<file path="src/rtl/lcdfb_pkg.sv">
// Shared constants, font table and control types for the LCD text/pixel frame store.
// Used by lcdfb_ctrl, lcdfb_dp, the top and the testbench; no dependencies.
package lcdfb_pkg;

    localparam int COLUMNS_DEF  = 84;
    localparam int BANKS_DEF    = 6;
    localparam int GLYPH_WIDTH  = 5;
    localparam int CELL_WIDTH   = GLYPH_WIDTH + 1;
    localparam int CHAR_FIRST   = 32'h20;
    localparam int CHAR_LAST    = 32'h7f;
    localparam logic [7:0] ROW_CMD_BASE = 8'h40;
    localparam logic [7:0] COL_CMD_BASE = 8'h80;

    localparam logic [2:0] FUNC_CLEAR   = 3'd0;
    localparam logic [2:0] FUNC_PUTCHAR = 3'd1;
    localparam logic [2:0] FUNC_TEXTPOS = 3'd2;
    localparam logic [2:0] FUNC_PIXON   = 3'd3;
    localparam logic [2:0] FUNC_PIXOFF  = 3'd4;
    localparam logic [2:0] FUNC_READ    = 3'd5;

    // One row per glyph, first column byte in the top bits.
    localparam logic [39:0] GLYPH_ROM [96] = '{
        40'h0000000000, 40'h00005f0000, 40'h0007000700, 40'h147f147f14,
        40'h242a7f2a12, 40'h2313086462, 40'h3649552250, 40'h0005030000,
        40'h001c224100, 40'h0041221c00, 40'h14083e0814, 40'h08083e0808,
        40'h0050300000, 40'h0808080808, 40'h0060600000, 40'h2010080402,
        40'h3e5149453e, 40'h00427f4000, 40'h4261514946, 40'h2141454b31,
        40'h1814127f10, 40'h2745454539, 40'h3c4a494930, 40'h0171090503,
        40'h3649494936, 40'h064949291e, 40'h0036360000, 40'h0056360000,
        40'h0814224100, 40'h1414141414, 40'h0041221408, 40'h0201510906,
        40'h324979413e, 40'h7e1111117e, 40'h7f49494936, 40'h3e41414122,
        40'h7f4141221c, 40'h7f49494941, 40'h7f09090901, 40'h3e4149497a,
        40'h7f0808087f, 40'h00417f4100, 40'h2040413f01, 40'h7f08142241,
        40'h7f40404040, 40'h7f020c027f, 40'h7f0408107f, 40'h3e4141413e,
        40'h7f09090906, 40'h3e4151215e, 40'h7f09192946, 40'h4649494931,
        40'h01017f0101, 40'h3f4040403f, 40'h1f2040201f, 40'h3f4038403f,
        40'h6314081463, 40'h0708700807, 40'h6151494543, 40'h007f414100,
        40'h0204081020, 40'h0041417f00, 40'h0402010204, 40'h4040404040,
        40'h0001020400, 40'h2054545478, 40'h7f48444438, 40'h3844444420,
        40'h384444487f, 40'h3854545418, 40'h087e090102, 40'h0c5252523e,
        40'h7f08040478, 40'h00447d4000, 40'h2040443d00, 40'h7f10284400,
        40'h00417f4000, 40'h7c04180478, 40'h7c08040478, 40'h3844444438,
        40'h7c14141408, 40'h081414147c, 40'h7c08040408, 40'h4854545420,
        40'h043f444020, 40'h3c4040207c, 40'h1c2040201c, 40'h3c4030403c,
        40'h4428102844, 40'h0c5050503c, 40'h4464544c44, 40'h0008364100,
        40'h00007f0000, 40'h0041360800, 40'h1008081008, 40'h0000000000
    };

    typedef enum logic [7:0] {
        ST_INIT   = 8'b0000_0001,
        ST_IDLE   = 8'b0000_0010,
        ST_EXEC   = 8'b0000_0100,
        ST_SWEEP  = 8'b0000_1000,
        ST_GLYPH  = 8'b0001_0000,
        ST_PXWR   = 8'b0010_0000,
        ST_FINISH = 8'b0100_0000,
        ST_SPARE  = 8'b1000_0000
    } state_t;

    typedef struct packed {
        logic cap;
        logic sweep;
        logic glyph;
        logic px_wr;
        logic finish;
    } dp_cmd_t;

    typedef struct packed {
        logic [2:0] func;
        logic       req_ok;
        logic       sweep_last;
        logic       glyph_last;
        logic       out_busy;
    } dp_status_t;

endpackage

</file>
<file path="src/rtl/lcdfb_ctrl.sv">
// Controller state machine: sequences sweeps, glyph writes, pixel read-modify-write.
// Depends on lcdfb_pkg.
module lcdfb_ctrl (
    input  logic                 aclk,
    input  logic                 aresetn,
    input  logic                 s_tvalid,
    output logic                 s_tready,
    input  lcdfb_pkg::dp_status_t st,
    output lcdfb_pkg::dp_cmd_t   cmd
);
    lcdfb_pkg::state_t state_reg, state_next;

    always_ff @(posedge aclk) begin
        if (!aresetn) begin
            state_reg <= lcdfb_pkg::ST_INIT;
        end else begin
            state_reg <= state_next;
        end
    end

    assign s_tready = (state_reg == lcdfb_pkg::ST_IDLE);

    always_comb begin
        state_next = state_reg;
        cmd        = '0;
        case (state_reg)
            lcdfb_pkg::ST_INIT: begin
                cmd.sweep = 1'b1;
                if (st.sweep_last) begin
                    state_next = lcdfb_pkg::ST_IDLE;
                end
            end
            lcdfb_pkg::ST_IDLE: begin
                if (s_tvalid) begin
                    cmd.cap    = 1'b1;
                    state_next = lcdfb_pkg::ST_EXEC;
                end
            end
            lcdfb_pkg::ST_EXEC: begin
                // read port already addressed from captured request
                state_next = lcdfb_pkg::ST_FINISH;
                if (st.req_ok) begin
                    case (st.func)
                        lcdfb_pkg::FUNC_CLEAR:   state_next = lcdfb_pkg::ST_SWEEP;
                        lcdfb_pkg::FUNC_PUTCHAR: state_next = lcdfb_pkg::ST_GLYPH;
                        lcdfb_pkg::FUNC_PIXON:   state_next = lcdfb_pkg::ST_PXWR;
                        lcdfb_pkg::FUNC_PIXOFF:  state_next = lcdfb_pkg::ST_PXWR;
                        default:                 state_next = lcdfb_pkg::ST_FINISH;
                    endcase
                end
            end
            lcdfb_pkg::ST_SWEEP: begin
                cmd.sweep = 1'b1;
                if (st.sweep_last) begin
                    state_next = lcdfb_pkg::ST_FINISH;
                end
            end
            lcdfb_pkg::ST_GLYPH: begin
                cmd.glyph = 1'b1;
                if (st.glyph_last) begin
                    state_next = lcdfb_pkg::ST_FINISH;
                end
            end
            lcdfb_pkg::ST_PXWR: begin
                cmd.px_wr  = 1'b1;
                state_next = lcdfb_pkg::ST_FINISH;
            end
            lcdfb_pkg::ST_FINISH: begin
                if (!st.out_busy) begin
                    cmd.finish = 1'b1;
                    state_next = lcdfb_pkg::ST_IDLE;
                end
            end
            default: begin
                state_next = lcdfb_pkg::ST_IDLE;
            end
        endcase
    end
endmodule

</file>
<file path="config.mk">
export PLATFORM = sky130hd
export DESIGN_NAME = lcdfb_ctrl
export DESIGN_NICKNAME = d
export VERILOG_FILES = /design/src/rtl/lcdfb_pkg.sv /design/src/rtl/lcdfb_ctrl.sv
export SDC_FILE = /design/constraint.sdc
export NUM_CORES = 1
export LEC_CHECK = 0
export BUFFER_PORTS_ARGS = -buffer_cell sky130_fd_sc_hd__buf_4
export CORE_AREA = 2 2 39 41
export DETAILED_ROUTE_END_ITERATION = 10
export DIE_AREA = 0 0 41 43
export PLACE_DENSITY = 0.63
export SYNTH_ARGS = -nofsm -noshare
export SYNTH_HDL_FRONTEND = slang
export SYNTH_SLANG_ARGS = --single-unit
</file>
<file path="constraint.sdc">
create_clock -name aclk -period 2.9 [get_ports aclk]
set_input_delay 0.58 -clock aclk [delete_from_list [all_inputs] [get_ports aclk]]
set_output_delay 0.58 -clock aclk [all_outputs]
set_load 0.02 [all_outputs]
</file>
---- Word-level counts from Yosys, hierarchy flattened ----
Cells that the tools add are included.
Widths: inputs -> output; s select.
cells by class
  equality and inequality tests ........... 15
  mux-type cells .......................... 15
  reduce and logical (&&, ||, !) cells .... 4
operators with widths
  cell                number
  $pmux 8 s7          1
  $mux 8              5
  $pmux 7 s3          1
  $ne 2x2->1 const B  5
  $eq 8x1->1 const B  1
  $eq 8x2->1 const B  1
  $eq 8x3->1 const B  1
  $eq 8x4->1 const B  1
  $eq 8x5->1 const B  1
  $eq 8x6->1 const B  1
  $eq 8x7->1 const B  1
  $mux 1              7
  $mux 7              1
  $reduce_and 5->1    1
  $reduce_or 2->1     2
  $eq 3x1->1 const B  1
  $eq 3x2->1 const B  1
  $eq 3x3->1 const B  1
  $logic_not 3->1     1
word-level totals
  register bits ........................... 8
  logic and storage cells ................. 35

---- Longest topological paths before layout ----
  word-level depth ........................ 5
  mapped depth ............................ 5
  gate-level depth less buffers ........... 4

---- Worst setup path before layout ----
Ideal clock, no wire load.
  kind .................................... register -> output
  start ................................... reg state_reg[1]
  end ..................................... out cmd[0] (netlist name)
  stages on the path, launching flop included .. 4
  arrival ................................. 1.828 ns
  path buffers ............................ 0
  slack ................................... 0.492 ns
  path through ............................ dfxtp_1 -> or3_4 -> or3_1 -> nor4b_1
RTL lines
  element                   RTL line          RTL
  start: declaration        lcdfb_ctrl.sv:11  lcdfb_pkg::state_t state_reg, state_next;
  start signal: assignment  lcdfb_ctrl.sv:15  state_reg <= lcdfb_pkg::ST_INIT;
  start signal: assignment  lcdfb_ctrl.sv:17  state_reg <= state_next;
  end: declaration          lcdfb_ctrl.sv:9   output lcdfb_pkg::dp_cmd_t cmd

==> reports/qor.txt <==
First-pass iteration count of the detailed router = 4
DR WL/cell = 12.4 um
Clock root buffer = clkbuf_4
Num CTS Buffers = 3
Seq/Total Area, Yosys = 27.9%
Post-DRT Antenna Nets = 0
# hold bufs at CTS = 0
Final WL = 1.11 mm
Syn nets = 67
Cell accounting for the most synthesized area = dfxtp_1
Final Power = 0.238 mW
Area Overhead vs Synth = 27.1%
Commonest non-fill, non-tap cell in the layout = buf_4
Total GRT Usage = 14.5%
Yosys reg bits = 7
PortBufs = 15
Initial antenna violation count = 0
Yosys top cell area share = 27.9%
Hold Path Cell Cnt = 2
Critical path data required time = 2.32 ns
Pin count of the biggest net entering global routing = 11
I/O pins = 16
Max_slew headroom = 67.0%
Async set or reset register ratio after synthesis = 0%
Mapped Cells = 57
Initial Utilization = 36.3%
Worst Path Max Fanout = 6
Mapped Area = 503 um2
Via count = 505
Worst Tran Pin Value = 0.491 ns
Clk Latency, worst-skew pair = 0.25 ns
Mapped Avg Cell Area = 8.82 um2
# rows = 14
Grt ovf = 0
Final Setup Violations = 0
Worst hold-check path type = input port to flop
Layout cells sized above 1 = 29.7%
R2r worst-path depth = 4
Post-cts resize count = 0
Residual DRC count = 0
Unique masters post-synth = 29
Drt first-iter violations = 13
HPWL Detailed = 859 um
Ys flop type = dfxtp_1
Gpl congestion = 0.688
Number of global-route vias before repair = 408
Startpoint types = flop
EDFF count, synth = 0
Hold slack = 0.528 ns
Placeable core area = 0.00138 mm2
Final worst path period share = 83.4%
Die Ht = 43 um
Max-cap viol count = 0
Most frequent cells in the layout = buf_4 (15), dfxtp_1 (7), nor2_1 (5), nand2_1 (4), o21ai_0 (4)
CTS H-tree lvls = 1
Clock buffer depth = 2
Leak = 0.269 nW
Largest register FFs = 7
CTS tree = done
Final core occ = 46.2%
Pwr Density = 372 mW/mm2
F_max = 413 MHz
# nets final = 85
Largest cells by area after synthesis = dfxtp_1 (28%), a2111oi_4 (5.5%), buf_6 (4.5%)
Die width = 41 um
Clock Sinks = 7
Layout Skew = 0.000502 ns
Unrepaired setup endpoints after global routing = no
Reg clk slew, reported paths = 0.05 ns
Final hold violation count = 0
Vias per cell = 5.61
Crit path DAT = 1.84 ns
Die area = 0.00176 mm2
Status = finished, final reports clean
Endpoint class of the critical path = primary output
Final worst path period need = 2.42 ns
Maximum VDD drop = 0.266 mV
First-pass GRT wire length = 1.67 mm
Max-slew violations = 0
Setup TNS = 0 ns
Synth Warn # = 0
WS Path Type = flop to primary output
Post-CTS setup buffer count = 0
Ant. Diodes = 0
## worst max-delay path, cell delays in order, from the launching register on
cell and delay, ns:
dfxtp_1 0.35, or3_4 0.44, or3_1 0.34, nor4b_1 0.27, buf_4 0.20
## synthesized netlist by cell type, types with 2 or more instances
library cell / number
xor2_1: 2
nor4_1: 3
nand2_1: 4
nand4b_1: 2
nand2b_1: 3
dfxtp_1: 7
buf_6: 2
o21ai_0: 4
nor4b_1: 2
nor2_1: 5
and3_1: 3
a21oi_1: 3
## layer usage
metal | wire (um) | share of wire (%) | global-route usage, %
met3 | 44 | 3.9 | 1.57
met1 | 493 | 44 | 16.9
met4 | 33 | 3.0 | 12.0
met5 | 0 | 0 | 0
met2 | 543 | 49 | 22.2
## stage by stage
step / instance area (um2) / instances / setup slack [ns]
6_report: 639 / 90 / 0.481
5_1_grt: 639 / 90 / 0.406
4_1_cts: 639 / 90 / 0.471
3_5_place_dp: 613 / 86 / 0.753
3_3_place_gp: 613 / 86 / 0.790
2_1_floorplan: 503 / 57 / 0.492
## area by class of cell
type                       count  area (um2)
timing repair buffer          15         113
inverter                       1        3.75
clock buffer                   4        26.3
multi-input combinational     47         337
fill                         148         744
sequential                     7         140
tap                           16        20.0
## logic make-up after synthesis
group	count (synthesis)	synth area share (%)
buffers and inverters	3	5.22
AND/OR/NAND/NOR	32	43.3
flip-flops	7	27.9
XOR/XNOR	2	3.48
AO/OA/AOI/OAI	13	20.1
## power breakdown
| part | internal, mW | switching (mW) |
|---|---|---|
| clock | 0.0526 | 0.0368 |
| sequential | 0.0993 | 0.00461 |
| combinational | 0.0222 | 0.0221 |
## worst paths after layout
check          startpoint            to  slack [ns]
max          state_reg[1]        cmd[0]        0.48
min               aresetn  state_reg[0]        0.53
max reg2reg  state_reg[4]  state_reg[6]        1.09
min reg2reg  state_reg[0]  state_reg[0]        0.55
(Power assumes the default switching activity.)
